### src/rtl/bale_pkg.sv
// Shared types, codes and sizes for the bounded array list engine.
package bale_pkg;

    localparam int DEPTH   = 64;
    localparam int IDX_W   = (DEPTH > 1) ? $clog2(DEPTH) : 1;
    localparam int CNT_W   = $clog2(DEPTH + 1);
    localparam int DATA_W  = 32;
    localparam int OP_W    = 3;
    localparam int INDEX_W = 6;
    localparam int STAT_W  = 2;
    localparam int POS_W   = 6;
    localparam int CNTF_W  = 7;
    localparam int CAP_W   = 7;
    localparam int HEUR_W  = 2;
    localparam int PADDR_W = 3;
    localparam int PDATA_W = 32;
    localparam int CMP_A   = (CNT_W > INDEX_W) ? CNT_W : INDEX_W;
    localparam int CMP_W   = (CMP_A > CAP_W) ? CMP_A : CAP_W;

    localparam logic [CAP_W-1:0] CAP_RESET = CAP_W'(64);

    typedef enum logic [0:0] {
        REG_CAPACITY  = 1'b0,
        REG_HEURISTIC = 1'b1
    } t_reg;

    typedef enum logic [OP_W-1:0] {
        OP_INSERT = 3'd0,
        OP_DELETE = 3'd1,
        OP_READ   = 3'd2,
        OP_WRITE  = 3'd3,
        OP_SEARCH = 3'd4,
        OP_SORTED = 3'd5
    } t_op;

    typedef enum logic [STAT_W-1:0] {
        STAT_OK    = 2'd0,
        STAT_FULL  = 2'd1,
        STAT_RANGE = 2'd2,
        STAT_MISS  = 2'd3
    } t_status;

    typedef enum logic [HEUR_W-1:0] {
        HEUR_NONE  = 2'd0,
        HEUR_FWD   = 2'd1,
        HEUR_FRONT = 2'd2
    } t_heur;

    typedef enum logic {
        S_IDLE,
        S_EXEC
    } t_state;

    // command broadcast to every cell
    typedef struct packed {
        logic [OP_W-1:0]          op;
        logic [CMP_W-1:0]         idx;
        logic signed [DATA_W-1:0] key;
        logic [CMP_W-1:0]         n;
        logic [HEUR_W-1:0]        heur;
        logic                     go;
        logic                     found;
    } t_cell_cmd;

    // left-to-right chain
    typedef struct packed {
        logic signed [DATA_W-1:0] value;
        logic                     sfx;
        logic                     any;
        logic signed [DATA_W-1:0] rd;
        logic [IDX_W-1:0]         pos;
    } t_lr;

    // right-to-left chain
    typedef struct packed {
        logic signed [DATA_W-1:0] value;
        logic                     sfx;
        logic                     first;
    } t_rl;

endpackage

### src/rtl/bale_cell.sv
// One list slot: holds an entry and moves it to or from its neighbors.
module bale_cell (
    input  logic               i_clk,
    input  logic [bale_pkg::IDX_W-1:0] i_pos,
    input  bale_pkg::t_cell_cmd i_cmd,
    input  bale_pkg::t_lr      i_left,
    input  bale_pkg::t_rl      i_right,
    input  logic signed [bale_pkg::DATA_W-1:0] i_head,
    output bale_pkg::t_lr      o_lr,
    output bale_pkg::t_rl      o_rl
);
    import bale_pkg::*;

    logic signed [DATA_W-1:0] r_value, n_value;
    logic [CMP_W-1:0]         pos_c;
    logic in_list, beyond, not_past_end, sel, match, first, lt, sfx, ins_here, mark;

    always_comb begin
        pos_c        = CMP_W'(i_pos);
        in_list      = pos_c < i_cmd.n;
        beyond       = !in_list;
        not_past_end = pos_c <= i_cmd.n;
        sel          = pos_c == i_cmd.idx;
        match        = in_list && (r_value == i_cmd.key);
        first        = match && !i_left.any;
        lt           = i_cmd.key < r_value;
        // suffix of entries all greater than the key
        sfx          = beyond || (lt && i_right.sfx);
        ins_here     = sfx && !i_left.sfx;
        mark         = (i_cmd.op == OP_SEARCH) ? first : ins_here;
    end

    always_comb begin
        o_lr.value = r_value;
        o_lr.sfx   = sfx;
        o_lr.any   = i_left.any || match;
        o_lr.rd    = i_left.rd | (sel ? r_value : '0);
        o_lr.pos   = i_left.pos | (mark ? i_pos : '0);
        o_rl.value = r_value;
        o_rl.sfx   = sfx;
        o_rl.first = first;
    end

    always_comb begin
        n_value = r_value;
        if (i_cmd.go) begin
            unique case (i_cmd.op)
                OP_INSERT: begin
                    if (sel) begin
                        n_value = i_cmd.key;
                    end else if (pos_c > i_cmd.idx && not_past_end) begin
                        n_value = i_left.value;
                    end
                end
                OP_DELETE: begin
                    if (pos_c >= i_cmd.idx && (pos_c + CMP_W'(1)) < i_cmd.n) begin
                        n_value = i_right.value;
                    end
                end
                OP_WRITE: begin
                    if (sel) begin
                        n_value = i_cmd.key;
                    end
                end
                OP_SEARCH: begin
                    unique case (i_cmd.heur)
                        HEUR_FWD: begin
                            if (i_right.first) begin
                                n_value = i_cmd.key;
                            end else if (first && pos_c != '0) begin
                                n_value = i_left.value;
                            end
                        end
                        HEUR_FRONT: begin
                            if (pos_c == '0 && i_cmd.found) begin
                                n_value = i_cmd.key;
                            end else if (first) begin
                                n_value = i_head;
                            end
                        end
                        default: ;
                    endcase
                end
                OP_SORTED: begin
                    if (ins_here) begin
                        n_value = i_cmd.key;
                    end else if (i_left.sfx && not_past_end) begin
                        n_value = i_left.value;
                    end
                end
                default: ;
            endcase
        end
    end

    always_ff @(posedge i_clk) begin
        r_value <= n_value;
    end

endmodule

### config.mk
export PLATFORM = sky130hd
export DESIGN_NAME = bale_cell
export DESIGN_NICKNAME = d
export VERILOG_FILES = /design/src/rtl/bale_pkg.sv /design/src/rtl/bale_cell.sv
export SDC_FILE = /design/constraint.sdc
export NUM_CORES = 1
export LEC_CHECK = 0
export BUFFER_PORTS_ARGS = -buffer_cell sky130_fd_sc_hd__buf_2
export CAP_MARGIN = 30
export CORE_ASPECT_RATIO = 1.4
export CORE_MARGIN = 8
export CORE_UTILIZATION = 45
export DETAILED_ROUTE_END_ITERATION = 8
export MAX_ROUTING_LAYER = met4
export PLACE_DENSITY = 0.83
export SLEW_MARGIN = 0
export SYNTH_ARGS = -nofsm -noshare
export SYNTH_HDL_FRONTEND = slang
export SYNTH_SLANG_ARGS = --single-unit
export TNS_END_PERCENT = 30
### constraint.sdc
create_clock -name i_clk -period 3.55 [get_ports i_clk]
set_input_delay 0.355 -clock i_clk [delete_from_list [all_inputs] [get_ports i_clk]]
set_output_delay 0.355 -clock i_clk [all_outputs]
set_load 0.02 [all_outputs]
==> run_results.csv <==
group,metric,value,unit
status,status,"complete, no violations",
critical_path,r2r-start,"r_value[25]",
critical_path,start_kind,"flip-flop",
die,num_io_pins,304,
final_layout,fin_cells,968,
critical_path,worst-path-buf-inv,3,
cts,clk_latency,0.28,ns
global_route,grt_pass1_vias,5938,
cts,cts_setup_buffers,0,
critical_path,r2r-end,"r_value[6]",
sta,max_freq,307.5,MHz
power_and_ir_drop,max-vdd-ir-drop,0.0001642,V
placement,dpl_cell_area,0.006350,mm2
die,die_w,104.3,um
sta,fin_tns_setup,0,ns
power_and_ir_drop,finalPower,1.705,mW
die,rows,45,
logic_synthesis,yosysSeqAreaShare,19.55,%
hold_path,hold_path_depth,3,
placement,placed_cells,958,
hold_path,hold_path_class,"in2reg",
die,initial_core_util,45.70,%
global_route,grt_usage,26.35,%
flow_run,cap_violations,0,
placement,portBuffers,303,
die,die-area,0.01457,mm2
logic_synthesis,synth-async-reset-ratio,0,%
logic_synthesis,ys_ff_latch,32,
final_layout,layout_common_cells,"buf_2 (303), ha_1 (53), inv_1 (51)",
cts,cts.sinks,32,
route,via_per_inst,5.852,
route,vias,5665,
logic_synthesis,syn_inst,567,
critical_path,crit_family,"compound AO/OA/AOI/OAI gates",
critical_path,rrSetupSlack,0.42,ns
final_layout,areaGrowthSynthToFinish,32.76,%
final_layout,final_area,0.006525,mm2
final_layout,top_regs,"r_value: 32 flops",
critical_path,endpoint_kind,"output port",
critical_path,worst_ep_arrival_time,2.90,ns
critical_path,slowest_delay,0.42,ns
cts,clk_pin_slew,0.06,ns
cts,root_buffer,"clkbuf_16",
cts,cts_buffer_depth,2,
route,drtIter0Drc,232,
die,design.core.area,0.01075,mm2
cts,cts_tree,"built",
global_route,antenna_found_initial,1,
critical_path,cp_slowest_cell,"edfxtp_1",
logic_synthesis,yosysWarnings,0,
logic_synthesis,synth.cell_area,0.004915,mm2
route,wl_per_cell,20.16,um
hold_path,min_to,"r_value[7]",
logic_synthesis,synth_edf_count,32,
sta,finalHoldViolCount,0,
final_layout,largest_reg_flops,32,
placement,dpl.hpwl,15420,um
final_layout,layout_commonest_cell,"buf_2",
logic_synthesis,avgSynthCellArea,8.668,um2
cts,htreeDepth,2,
logic_synthesis,synth_ff_type,"edfxtp_1",
route,wl,19510,um
power_and_ir_drop,p_per_area,261.3,mW/mm2
sta,fin_crit,3.252,ns
critical_path,worstPathMaxFanout,7,
logic_synthesis,synth_cell_type_count,53,
sta,hold_ws,0.4062,ns
route,drc,0,
final_layout,largest-register,"r_value",
global_route,grt-ovfl-total,0,
placement,place_congestion,0.9308,
critical_path,cp_cell_sequence,"inv_1, ha_1, nand4_1, nor4_1, buf_4, o41a_1, o211ai_4, mux2_2, a21o_1, buf_2",
critical_path,critPathKind,"reg2out",
critical_path,worstPathRequired,3.19,ns
sta,rsz0062_at_grt,"false",
final_layout,layout.nets,1075,
sta,fin_worst_skew,0.007161,ns
power_and_ir_drop,p_leak,3.311,nW
sta,slew_violations,0,
global_route,grt_max_degree,37,
cts,numCtsBuffers,5,
route,antenna_left,0,
sta,relSlewSlack,55.41,%
sta,worst_slew_pin_slew,0.6520,ns
die,die_h,139.7,um
sta,setup_viol,0,
route,drt_pass1_iterations,5,
sta,period_share,91.62,%
hold_path,min-delay-start,"i_right[9]",
critical_path,rr_worst_depth,10,
global_route,grt_pass1_wl,30620,um
final_layout,drive_gt1_share,44.73,%
logic_synthesis,synth_fp_nets,818,
## kinds of logic after synthesis
family	after synthesis	share of synthesized area (%)
AO/OA/AOI/OAI	222	34.80
flip-flops	32	19.55
adder cells (fa/ha/maj)	53	13.49
XOR/XNOR	4	0.7130
multiplexers	36	7.383
buffers and inverters	119	12.22
AND/OR/NAND/NOR	101	11.84
## repair_timing
item	4_1_cts	5_1_grt
endpoints found under the setup margin	0	6
gates resized for setup	0	1
hold buffers	0	0
## where the power goes
part | internal, mW | switching (mW)
Clock | 0.330 | 0.170
Combinational | 0.312 | 0.421
Sequential | 0.450 | 0.0211
Total | 1.09 | 0.612
## layout make-up
type	instances	area (um2)
Antenna cell	2	5.005
Clock buffer	6	128.9
Clock inverter	2	35.03
Fill cell	977	4229
Inverter	51	191.4
Multi-Input combinational cell	416	3386
Sequential cell	32	960.9
Tap cell	141	176.4
Timing Repair Buffer	318	1642
## per-stage QoR
stage / utilization, % / worst slack (ns)
2_1_floorplan: - / 0.2900
3_3_place_gp: 59.05 / 0.4177
3_5_place_dp: 59.05 / 0.3840
4_1_cts: 60.57 / 0.1994
5_1_grt: 60.65 / 0.09874
6_report: 60.67 / 0.2977
## worst reg2reg max path: cells and delay by family (launching register included)
family | cells | cell delay (ns)
buffers and inverters | 2 | 0.62
flip-flops | 1 | 0.46
AND/OR/NAND/NOR | 1 | 0.22
AO/OA/AOI/OAI | 5 | 0.96
multiplexers | 1 | 0.29
adder cells (fa/ha/maj) | 1 | 0.29
## synth_stat cells, types with 2 or more instances
library cell / instances / share of area [%]
a21o_1: 43 / 6.6
buf_1: 3 / 0.23
a2111oi_0: 2 / 0.36
nand3_1: 10 / 1.0
or3_1: 2 / 0.25
a211o_1: 2 / 0.36
clkbuf_1: 27 / 2.1
edfxtp_1: 32 / 20
o21ai_0: 12 / 1.2
o21a_1: 3 / 0.46
nand2b_1: 4 / 0.51
nor2b_1: 35 / 4.5
mux2_2: 2 / 0.46
a21oi_1: 17 / 1.7
nand2_1: 13 / 0.99
o22ai_1: 30 / 3.8
mux2i_1: 34 / 6.9
and3_1: 2 / 0.25
nor3_1: 3 / 0.31
nor2_1: 13 / 0.99
nand4_1: 10 / 1.3
buf_6: 3 / 0.69
buf_4: 35 / 5.3
a31o_1: 2 / 0.36
o221ai_1: 2 / 0.36
a22oi_1: 32 / 4.9
o211ai_1: 33 / 5.0
xnor2_1: 3 / 0.53
ha_1: 53 / 13
nor4_1: 3 / 0.38
inv_1: 51 / 3.9
o221a_2: 30 / 6.9
## worst max path at each step
| stage | startpoint | to | slack (ns) | cells past startpoint |
|---|---|---|---|---|
| 2_1_floorplan | i_cmd[48] | r_value[0] | 0.29 | 9 |
| 3_3_place_gp | i_cmd[38] | r_value[0] | 0.42 | 10 |
| 3_5_place_dp | i_cmd[38] | r_value[16] | 0.38 | 10 |
| 4_1_cts | r_value[31] | o_lr[1] | 0.20 | 10 |
| 5_1_grt | r_value[31] | o_lr[4] | 0.1 | 10 |
| 6_report | r_value[31] | o_lr[1] | 0.30 | 10 |
## metal layers
metal  wire (um)  GRT usage, %
met1        7208         27.11
met2       10130         46.45
met3        1622         7.163
met4         551         10.33
met5           0             -
No activity file was read; power rests on OpenSTA's default activity.
