`src/rtl/bale_pkg.sv`:
```
// Shared types, codes and sizes for the bounded array list engine.
package bale_pkg;

    localparam int DEPTH   = 64;
    localparam int IDX_W   = (DEPTH > 1) ? $clog2(DEPTH) : 1;
    localparam int CNT_W   = $clog2(DEPTH + 1);
    localparam int DATA_W  = 32;
    localparam int OP_W    = 3;
    localparam int INDEX_W = 6;
    localparam int STAT_W  = 2;
    localparam int POS_W   = 6;
    localparam int CNTF_W  = 7;
    localparam int CAP_W   = 7;
    localparam int HEUR_W  = 2;
    localparam int PADDR_W = 3;
    localparam int PDATA_W = 32;
    localparam int CMP_A   = (CNT_W > INDEX_W) ? CNT_W : INDEX_W;
    localparam int CMP_W   = (CMP_A > CAP_W) ? CMP_A : CAP_W;

    localparam logic [CAP_W-1:0] CAP_RESET = CAP_W'(64);

    typedef enum logic [0:0] {
        REG_CAPACITY  = 1'b0,
        REG_HEURISTIC = 1'b1
    } t_reg;

    typedef enum logic [OP_W-1:0] {
        OP_INSERT = 3'd0,
        OP_DELETE = 3'd1,
        OP_READ   = 3'd2,
        OP_WRITE  = 3'd3,
        OP_SEARCH = 3'd4,
        OP_SORTED = 3'd5
    } t_op;

    typedef enum logic [STAT_W-1:0] {
        STAT_OK    = 2'd0,
        STAT_FULL  = 2'd1,
        STAT_RANGE = 2'd2,
        STAT_MISS  = 2'd3
    } t_status;

    typedef enum logic [HEUR_W-1:0] {
        HEUR_NONE  = 2'd0,
        HEUR_FWD   = 2'd1,
        HEUR_FRONT = 2'd2
    } t_heur;

    typedef enum logic {
        S_IDLE,
        S_EXEC
    } t_state;

    // command broadcast to every cell
    typedef struct packed {
        logic [OP_W-1:0]          op;
        logic [CMP_W-1:0]         idx;
        logic signed [DATA_W-1:0] key;
        logic [CMP_W-1:0]         n;
        logic [HEUR_W-1:0]        heur;
        logic                     go;
        logic                     found;
    } t_cell_cmd;

    // left-to-right chain
    typedef struct packed {
        logic signed [DATA_W-1:0] value;
        logic                     sfx;
        logic                     any;
        logic signed [DATA_W-1:0] rd;
        logic [IDX_W-1:0]         pos;
    } t_lr;

    // right-to-left chain
    typedef struct packed {
        logic signed [DATA_W-1:0] value;
        logic                     sfx;
        logic                     first;
    } t_rl;

endpackage

```
`src/rtl/bale_if.sv`:
```
// Valid/ready channel interfaces for operation items and result items.
interface bale_in_if;
    import bale_pkg::*;
    logic                      valid;
    logic                      ready;
    logic [OP_W-1:0]           operation;
    logic [INDEX_W-1:0]        index;
    logic signed [DATA_W-1:0]  value;

    modport source (output valid, output operation, output index, output value, input ready);
    modport sink   (input valid, input operation, input index, input value, output ready);
endinterface

interface bale_out_if;
    import bale_pkg::*;
    logic                      valid;
    logic                      ready;
    logic [STAT_W-1:0]         status;
    logic signed [DATA_W-1:0]  data_out;
    logic [POS_W-1:0]          position;
    logic [CNTF_W-1:0]         count;

    modport source (output valid, output status, output data_out, output position,
                    output count, input ready);
    modport sink   (input valid, input status, input data_out, input position,
                    input count, output ready);
endinterface

```
`src/rtl/bale_ctrl.sv`:
```
// Sequencer: takes an item, drives the cell row, builds and holds the result.
module bale_ctrl (
    input  logic               i_clk,
    input  logic               i_rst_n,
    bale_in_if.sink            i_in,
    bale_out_if.source         o_out,
    input  logic [bale_pkg::CAP_W-1:0]  i_cap,
    input  logic [bale_pkg::HEUR_W-1:0] i_heur,
    input  bale_pkg::t_lr      i_chain,
    output bale_pkg::t_cell_cmd o_cmd
);
    import bale_pkg::*;

    t_state                   r_state, n_state;
    logic [OP_W-1:0]          r_op;
    logic [CMP_W-1:0]         r_idx;
    logic signed [DATA_W-1:0] r_key;
    logic [CNT_W-1:0]         r_count, n_count;
    logic                     r_out_valid;
    logic [STAT_W-1:0]        r_status;
    logic signed [DATA_W-1:0] r_data;
    logic [POS_W-1:0]         r_position;
    logic [CNTF_W-1:0]        r_cnt_out;

    logic in_ready, exec, fire, ok, full;
    logic [CMP_W-1:0]         n_ext, cap_eff;
    t_status                  status;
    logic signed [DATA_W-1:0] data;
    logic [IDX_W-1:0]         pos;

    // next state
    always_comb begin
        n_state = r_state;
        unique case (r_state)
            S_IDLE: if (i_in.valid) n_state = S_EXEC;
            S_EXEC: if (fire) n_state = S_IDLE;
        endcase
    end

    // state outputs
    always_comb begin
        in_ready = 1'b0;
        exec     = 1'b0;
        unique case (r_state)
            S_IDLE: in_ready = 1'b1;
            S_EXEC: exec     = 1'b1;
        endcase
    end

    assign fire = exec && (!r_out_valid || o_out.ready);

    // result and new count
    always_comb begin
        n_ext   = CMP_W'(r_count);
        cap_eff = (CMP_W'(i_cap) > CMP_W'(DEPTH)) ? CMP_W'(DEPTH) : CMP_W'(i_cap);
        full    = n_ext >= cap_eff;
        status  = STAT_RANGE;
        data    = '0;
        pos     = '0;
        n_count = r_count;
        unique case (r_op)
            OP_INSERT: begin
                if (r_idx > n_ext) begin
                    status = STAT_RANGE;
                end else if (full) begin
                    status = STAT_FULL;
                end else begin
                    status  = STAT_OK;
                    n_count = r_count + CNT_W'(1);
                end
            end
            OP_DELETE: begin
                if (r_idx < n_ext) begin
                    status  = STAT_OK;
                    data    = i_chain.rd;
                    n_count = r_count - CNT_W'(1);
                end
            end
            OP_READ: begin
                if (r_idx < n_ext) begin
                    status = STAT_OK;
                    data   = i_chain.rd;
                end
            end
            OP_WRITE: begin
                if (r_idx < n_ext) begin
                    status = STAT_OK;
                end
            end
            OP_SEARCH: begin
                if (i_chain.any) begin
                    status = STAT_OK;
                    pos    = i_chain.pos;
                end else begin
                    status = STAT_MISS;
                end
            end
            OP_SORTED: begin
                if (full) begin
                    status = STAT_FULL;
                end else begin
                    status  = STAT_OK;
                    pos     = i_chain.pos;
                    n_count = r_count + CNT_W'(1);
                end
            end
            default: status = STAT_RANGE;
        endcase
        ok = status == STAT_OK;
    end

    always_comb begin
        o_cmd.op    = r_op;
        o_cmd.idx   = r_idx;
        o_cmd.key   = r_key;
        o_cmd.n     = n_ext;
        o_cmd.heur  = i_heur;
        o_cmd.go    = fire && ok;
        o_cmd.found = i_chain.any;
    end

    always_ff @(posedge i_clk) begin
        if (!i_rst_n) begin
            r_state     <= S_IDLE;
            r_count     <= '0;
            r_out_valid <= 1'b0;
        end else begin
            r_state <= n_state;
            if (fire) begin
                r_count     <= n_count;
                r_out_valid <= 1'b1;
            end else if (o_out.ready) begin
                r_out_valid <= 1'b0;
            end
        end
    end

    always_ff @(posedge i_clk) begin
        if (i_in.valid && in_ready) begin
            r_op  <= i_in.operation;
            r_idx <= CMP_W'(i_in.index);
            r_key <= i_in.value;
        end
        if (fire) begin
            r_status   <= status;
            r_data     <= data;
            r_position <= POS_W'(pos);
            r_cnt_out  <= CNTF_W'(n_count);
        end
    end

    assign i_in.ready     = in_ready;
    assign o_out.valid    = r_out_valid;
    assign o_out.status   = r_status;
    assign o_out.data_out = r_data;
    assign o_out.position = r_position;
    assign o_out.count    = r_cnt_out;

    a_fire_to_idle: assert property (@(posedge i_clk) disable iff (!i_rst_n)
        fire |=> r_state == S_IDLE)
        else $error("sequencer did not return to idle after executing");

    a_count_hold: assert property (@(posedge i_clk) disable iff (!i_rst_n)
        !fire |=> $stable(r_count))
        else $error("entry count moved without an executed item");

    a_count_bound: assert property (@(posedge i_clk) disable iff (!i_rst_n)
        CMP_W'(r_count) <= CMP_W'(DEPTH))
        else $error("entry count above depth");

    a_insert_grows: assert property (@(posedge i_clk) disable iff (!i_rst_n)
        (fire && ok && (r_op == OP_INSERT || r_op == OP_SORTED))
        |=> r_count == $past(r_count) + CNT_W'(1))
        else $error("successful insert did not grow the list");

    a_result_source: assert property (@(posedge i_clk) disable iff (!i_rst_n)
        $rose(r_out_valid) |-> $past(r_state == S_EXEC))
        else $error("result appeared without an execute cycle");

endmodule

```
`src/flat_wrapper.sv`:
```
// flat-port wrapper written by rule: the top's interface ports become plain ports
module bale_ctrl_flat import bale_pkg::*;
  (i_clk, i_rst_n, i_cap, i_heur, i_chain, o_cmd, i_in_valid, i_in_operation, i_in_index, i_in_value, i_in_ready, o_out_valid, o_out_status, o_out_data_out, o_out_position, o_out_count, o_out_ready);
  bale_in_if i_in_i ();
  bale_out_if o_out_i ();
  input  logic i_clk;
  input  logic i_rst_n;
  input  logic [bale_pkg::CAP_W-1:0] i_cap;
  input  logic [bale_pkg::HEUR_W-1:0] i_heur;
  input  bale_pkg::t_lr i_chain;
  output bale_pkg::t_cell_cmd o_cmd;
  input wire logic [$bits(i_in_i.valid)-1:0] i_in_valid;
  input wire logic [$bits(i_in_i.operation)-1:0] i_in_operation;
  input wire logic [$bits(i_in_i.index)-1:0] i_in_index;
  input wire logic [$bits(i_in_i.value)-1:0] i_in_value;
  output wire logic [$bits(i_in_i.ready)-1:0] i_in_ready;
  output wire logic [$bits(o_out_i.valid)-1:0] o_out_valid;
  output wire logic [$bits(o_out_i.status)-1:0] o_out_status;
  output wire logic [$bits(o_out_i.data_out)-1:0] o_out_data_out;
  output wire logic [$bits(o_out_i.position)-1:0] o_out_position;
  output wire logic [$bits(o_out_i.count)-1:0] o_out_count;
  input wire logic [$bits(o_out_i.ready)-1:0] o_out_ready;
  assign i_in_i.valid = i_in_valid;
  assign i_in_i.operation = i_in_operation;
  assign i_in_i.index = i_in_index;
  assign i_in_i.value = i_in_value;
  assign i_in_ready = i_in_i.ready;
  assign o_out_valid = o_out_i.valid;
  assign o_out_status = o_out_i.status;
  assign o_out_data_out = o_out_i.data_out;
  assign o_out_position = o_out_i.position;
  assign o_out_count = o_out_i.count;
  assign o_out_i.ready = o_out_ready;
  bale_ctrl u_core (.i_clk(i_clk), .i_rst_n(i_rst_n), .i_in(i_in_i), .o_out(o_out_i), .i_cap(i_cap), .i_heur(i_heur), .i_chain(i_chain), .o_cmd(o_cmd));
endmodule
```
`config.mk`:
```
export PLATFORM = sky130hd
export DESIGN_NAME = bale_ctrl_flat
export DESIGN_NICKNAME = d
export VERILOG_FILES = /design/src/rtl/bale_pkg.sv /design/src/rtl/bale_if.sv /design/src/rtl/bale_ctrl.sv /design/src/flat_wrapper.sv
export SDC_FILE = /design/constraint.sdc
export NUM_CORES = 1
export LEC_CHECK = 0
export ABC_AREA = 0
export BUFFER_PORTS_ARGS = -buffer_cell sky130_fd_sc_hd__buf_2
export CORE_ASPECT_RATIO = 1.75
export CORE_UTILIZATION = 48
export CTS_CLUSTER_DIAMETER = 50
export DETAILED_ROUTE_END_ITERATION = 8
export GPL_TIMING_DRIVEN = 0
export PLACE_DENSITY = 0.92
export SLEW_MARGIN = 15
export SYNTH_ARGS = -nofsm -noshare
export SYNTH_HDL_FRONTEND = slang
export SYNTH_SLANG_ARGS = --single-unit
export TNS_END_PERCENT = 50
```
`constraint.sdc`:
```
create_clock -name i_clk -period 5.7 [get_ports i_clk]
set_input_delay 0.285 -clock i_clk [delete_from_list [all_inputs] [get_ports i_clk]]
set_output_delay 0.285 -clock i_clk [all_outputs]
set_load 0.005 [all_outputs]
```
==> metrics.md, run 1 <==
| Metric | Value |
|---|---|
| Max Slew Vio Count | 0 |
| Outcome | completed |
| Yosys reg bits | 97 |
| Yosys top cell by area | edfxtp_1 |
| TritonCTS buffer count | 9 |
| Core area | between 8000 and 9000 um2 |
| Grt total ovfl | 0 |
| Placed Instances | roughly 620 |
| Relative max-transition margin | 58.1% |
| Die area | 9130 um2 |
| Sequential element share of the synthesized area | between 60% and 70% |
| Avg Inst Size Synth | approximately 14 um2 |
| Power density cells | approximately 290 nW/um2 |
| MaxCap Viol Count | 0 |
| Final non-filler cell total | approximately 630 |
| Hold WC Path Type | in -> reg |
| Most common cell in the netlist | edfxtp_1 |
| Post-CTS Resized | 0 |
| DIE HEIGHT | 126 um |
| Number of vias per cell | 5.00 |
| Initial antenna violation count | 0 |
| Cell Rows | 44 |
| Netlist cell types | 52 |
| Post-placement cell area | 5350 um2 |
| CTS H-Tree Depth | 3 |
| DP HPWL | 7330 um |
| # nets final | 655 |
| Hold-fix buffers at CTS | 0 |
| RSZ-0062 raised after global routing | false |
| Port Buf Inserts | 191 |
| Most frequent cells after synthesis | edfxtp_1 (88), and2_1 (39), nand2_1 (20), nor2_1 (18), ha_1 (15) |
| Initial Utilization | roughly half |
| Sum Neg Setup Slack | 0 ns |
| Final Core Density | 67.5% |
| Wire length of the first global-routing pass | 14400 um |
| Period utilization | 54.7% |
| Root Buffer | clkbuf_16 |
| Worst setup path class | reg -> out |
| Setup Skew | 0.00608 ns |
| Ys flop type | edfxtp_1 |
| Gr usage total | 20.8% |
| Drt total wl | 9170 um |
| Worst-skew pair later-pin latency | 0.33 ns |
| Fraction of registers with async set/reset | 0% |
| Die Width | 72.7 um |
| Avg WL per Cell | 14.5 um |
| Largest net degree at the start of global routing | 35 |
| Fmax | 0.321 GHz |
| Pleak | roughly 2.5 nW |
| Least-Margin Pin Slew | 0.628 ns |
| # diodes | 0 |
| Mapped Area | between 4000 and 5000 um2 |
| Mapped Cells | 310 |
| Iteration-0 DRC Markers | 217 |
| Post-layout min period | between 3 and 4 ns |
| Worst endpoint data arrival time | 2.83 ns |
| Setup crit end kind | output port |
| VDD IR-drop max | around 290 uV |
| Crit Path Max Fanout | 7 |
| CP Launch Type | register |
| Syn_nets | 451 |
| Final Hold Fails | 0 |
| CP required | 5.41 ns |
| Clock-pin transition on the worst setup and hold timing paths | around 0.06 ns |
| Residual DRC | 0 |
| Final setup fails | 0 |
| Final Total Pwr | ~1.6 mW |
| Filler instances | 652 |
| Routability cong. | 0.875 |
| Synth top area share | 63.0% |
| TritonCTS clock tree | yes |
| TritonCTS Sinks | 97 |
| Area Growth Syn to Fin | 34.8% |
| YS warnings | 0 |
| Layout cells sized above 1 | 43.0% |
| Pre-Repair DR Iteration Count | 4 |
| Maximum clock path buffer count | 2 |
| Top cells by area, synth | edfxtp_1 (63%), and2_1 (5.8%), ha_1 (4.5%) |
| Vias in the first global route | roughly 3200 |
| Total number of vias | between 3000 and 4000 |
| Setup bufs post-CTS | 0 |
| DRT antenna net count | 0 |
| Io pins | 228 |
| Number of synthesized flops with an enable pin | between 80 and 90 |
| Final instance area | 5650 um2 |
[worst max-delay path, stage by stage, from the launching register on]
cell and delay [ns]:
dfxtp_1 0.45, inv_1 0.16, ha_1 0.37, a211oi_1 0.28, nor3_1 0.11, o22ai_1 0.28
a21oi_1 0.13, a211o_1 0.29, a21oi_1 0.22, nor3_1 0.08, buf_2 0.14
[path summary, 6_finish.rpt]
check,startpoint,end,slack [ns],depth (start not counted)
worst max-delay path,u_core.n_ext[4],o_cmd[1],2.58,10
worst min-delay path,i_in_value[31],u_core.r_key[31],0.12,1
worst max register to register,u_core.n_ext[4],u_core.o_out.count[2],2.93,9
worst min register to register,u_core.o_out.valid,u_core.o_out.valid,0.53,2
[registers in the layout (all words and copies together) (netlist names)]
register	cells
u_core.o_out.data_out	32
u_core.r_key	32
u_core.n_ext	7
u_core.o_out.count	7
u_core.o_out.position	6
u_core.r_idx	6
u_core.r_op	3
u_core.o_out.status	2
u_core.o_out.valid	1
u_core.r_state	1
[stage by stage]
step | hold WS [ns] | setup WS (ns)
after CTS | 0.114 | 2.58
after global placement | 0.462 | 2.57
after detailed placement | 0.463 | 2.92
final | 0.125 | 2.58
after floorplan | 0.384 | 3.08
after global routing | 0.107 | 2.33
[layout make-up]
class / instances / area (um2) / share of cell area (%)
clock inverters: 4 / 67.6 / 1.20
clock buffers: 12 / 236 / 4.18
multi-input cells: 189 / 1260 / 22.2
inverters: 12 / 45.0 / 0.797
repair buffers: 193 / 1000 / 17.8
well taps: 115 / 144 / 2.55
flip-flops and latches: 97 / 2820 / 49.9
plain buffers: 12 / 76.3 / 1.35
[placed cells by master (no fill, tap or decap), drive strengths merged, types with 2 or more instances in the layout]
cell	count
buf	200
a21o	3
dfxtp	9
a31oi	4
inv	12
nor4	3
nor2	18
o221ai	2
a21oi	15
bufinv	2
nand2	21
ha	15
o22ai	2
and2	40
edfxtp	88
or3	4
clkinv	2
nor2b	2
o21ai	9
nand3	10
xnor2	7
nor3	11
nor3b	2
nand2b	2
clkbuf	17
[per-layer routing]
| layer | track usage (%) | vias to the layer above | part of all wire, % |
|---|---|---|---|
| met5 | 0 | - | 0 |
| met2 | 37.4 | 161 | 55 |
| met4 | 9.92 | 0 | 2.5 |
| li1 | - | 1538 | - |
| met1 | 21.5 | 1449 | 35 |
| met3 | 6.00 | 20 | 7.3 |
[power by group]
group	internal, mW	leakage (nW)	total [mW]	switching, mW
combinational	0.0863	1.39	0.186	0.100
clock	0.382	0.146	0.609	0.228
sequential	0.823	0.938	0.836	0.0135
total	1.29	2.47	1.63	0.341
[logic make-up (layout without fill, tap and decap cells)]
group,after synthesis,count (layout),share of synthesized area (%)
AND/OR/NAND/NOR,118,118,15.7
flip-flops,97,97,67.3
AO/OA/AOI/OAI,46,46,7.58
buffers and inverters,24,233,2.89
adder cells (fa/ha/maj),15,15,4.48
XOR/XNOR,7,7,1.46
multiplexers,2,2,0.507
other,1,1,0.0894
Power figures use the tool's default switching activity.
==> run 2, diff against run 1 <==
CORE_UTILIZATION = 40   (was 48)
PLACE_DENSITY = 0.83   (was 0.92)
clock period = 2.5 ns   (was 5.7 ns; I/O delays follow)
==> run 2 against run 1 <==
- final area increased by 11%
- hold slack got worse by 0.069 ns
- sequential power increased by 130%
- critical endpoint unchanged
==> metrics.md, run 2 (synthesis results as in run 1) <==
| Metric | Value |
|---|---|
| Relative max-transition margin | 63.9% (+5.8 points) |
| Worst endpoint data arrival time | 2.35 ns (-0.48 ns) |
| CTS H-Tree Depth | 3 (unchanged) |
| Io pins | 228 (unchanged) |
| Root Buffer | clkbuf_16 |
| Final Hold Fails | 0 (unchanged) |
| Post-layout min period | about 2.5 ns |
| Total number of vias | 3465 (+9.4%) |
| Initial Utilization | 41.0% (-9.2 points) |
| Die area | 10900 um2 (+20%) |
| RSZ-0062 raised after global routing | true |
| Wire length of the first global-routing pass | 15600 um (+8.3%) |
| TritonCTS buffer count | 9 (unchanged) |
| Final Total Pwr | 3.75 mW (+130%) |
| Hold WC Path Type | in -> reg |
| Vias in the first global route | 3394 (+5.8%) |
| Final setup fails | 0 (unchanged) |
| Area Growth Syn to Fin | 49.7% |
| Fin worst setup slack | 0.0240 ns (-2.56 ns) |
| WHS | 0.0555 ns (-0.0691 ns) |
| Drt total wl | 10900 um (+19%) |
| # diodes | 0 (unchanged) |
| Initial antenna violation count | 0 (unchanged) |
| Commonest non-fill, non-tap cell in the layout | buf_2 |
| Grt total ovfl | 0 (unchanged) |
| Core area | 10200 um2 (+22%) |
| Gr usage total | 18.7% (-2.1 points) |
| CP Launch Type | register |
| DIE HEIGHT | 137 um (+9.4%) |
| TritonCTS clock tree | yes |
| Period utilization | between 90 and 100% |
| Worst setup path class | reg -> out |
| DP HPWL | 7740 um (+5.6%) |
| Port Buf Inserts | 191 (unchanged) |
| Maximum clock path buffer count | 2 (unchanged) |
| Avg WL per Cell | 15.6 um (+8.0%) |
| Routability cong. | 0.894 (+2.2%) |
| Setup crit end kind | output port |
| TritonCTS Sinks | 97 (unchanged) |
| Commonest non-fill, non-tap cells in the layout | buf_2 (192), edfxtp_1 (88), dlygate4sd3_1 (41) |
| Power density cells | 597 nW/um2 (+110%) |
| Number of vias per cell | 4.98 (-0.37%) |
| Sum Neg Setup Slack | 0 ns (unchanged) |
| Pleak | 2.71 nW (+9.4%) |
| Fmax | just over 0.4 GHz |
| Final instance area | 6280 um2 (+11%) |
| MaxCap Viol Count | 0 (unchanged) |
| Outcome | completed |
| Pre-CTS setup slack | -0.322 ns (-3.25 ns) |
| Filler instances | 794 (+22%) |
| Max Slew Vio Count | 0 (unchanged) |
| Least-Margin Pin Slew | 0.537 ns (-0.0903 ns) |
| Setup Skew | 0.00874 ns (+0.00266 ns) |
| Pre-Repair DR Iteration Count | 6 (+2) |
| # nets final | 705 (+7.6%) |
| Cell Rows | 49 (+11%) |
| DRT antenna net count | 0 (unchanged) |
| Residual DRC | 0 (unchanged) |
| Worst-skew pair later-pin latency | 0.34 ns (about the same) |
| Post-placement cell area | 5360 um2 (+0.14%) |
| Crit Path Max Fanout | 7 (unchanged) |
| Largest net degree at the start of global routing | 33 (-5.7%) |
| CP required | 2.38 ns (-3.03 ns) |
| Layout cells sized above 1 | 46.6% (+3.6 points) |
| Iteration-0 DRC Markers | 339 (+56%) |
| VDD IR-drop max | 465 uV (+59%) |
| Clock-pin transition on the worst setup and hold timing paths | 0.07 ns (about the same) |
| Die Width | 79.4 um (+9.3%) |
run 2: changes by cell type in the layout (fill, tap and decap cells not counted), moves of 4 or more:
cell / before / now
clkbuf_1: 8 / 4
dlygate4sd3_1: 0 / 41
dfxtp_1: 9 / 3
inv_1: 11 / 6
a21oi_1: 13 / 9
dfxtp_4: 0 / 6
buf_4: 4 / 13
run 2: metal layers:
layer | vias up | share of wire (%) | track usage [%]
met5 | - | 0 | 0
met4 | 0 | 3.0 | 8.48
met3 | 39 | 6.2 | 3.71
met2 | 180 | 55 | 34.2
met1 | 1607 | 36 | 20.5
li1 | 1639 | - | -
run 2: final cells by class:
type | count | area, um2 | area share (%)
repair buffers | 243 | 1470 | 23.5
plain buffers | 12 | 77.6 | 1.24
flip-flops and latches | 97 | 2850 | 45.3
clock buffers | 9 | 225 | 3.59
inverters | 12 | 51.3 | 0.817
clock inverters | 7 | 60.1 | 0.957
well taps | 127 | 159 | 2.53
multi-input cells | 189 | 1390 | 22.1
run 2: path summary, 6_finish.rpt:
path	start	to	slack, ns	cells after the start
worst max register to register	u_core.n_ext[5]	u_core.o_out.count[2]	0.06	9
worst min-delay path	i_chain[8]	u_core.o_out.data_out[2]	0.06	2
worst max-delay path	u_core.n_ext[4]	o_cmd[1]	0.02	10
worst min register to register	u_core.o_out.valid	u_core.o_out.valid	0.54	2
run 2: power by group:
group	leakage (nW)	internal, mW	switching, mW
logic	1.63	0.261	0.267
registers	0.943	1.87	0.0326
clock network	0.136	0.694	0.624
total	2.71	2.82	0.923
run 2: critical path, cell delays in order (launching register included):
cell      delay (ns)
dfxtp_4         0.41
inv_4           0.07
ha_4            0.26
a211oi_4        0.26
nor3_2          0.08
o22ai_2         0.23
a21oi_2         0.08
a211o_1         0.25
a21oi_2         0.16
nor3_2          0.07
buf_2           0.14
run 2: repair_timing:
action,4_1_cts,5_1_grt
endpoints found under the hold margin,41,0
hold buffers,41,0
pin swaps,3,9
buffers inserted,2,7
resized for setup,20,20
setup endpoints to repair,43,36
run 2: metrics by stage:
stage | std cells | util (%)
after floorplan | 310 | -
after global placement | 628 | 51.9
after detailed placement | 630 | 52.3
after CTS | 689 | 60.0
after global routing | 696 | 61.3
final | 696 | 61.3
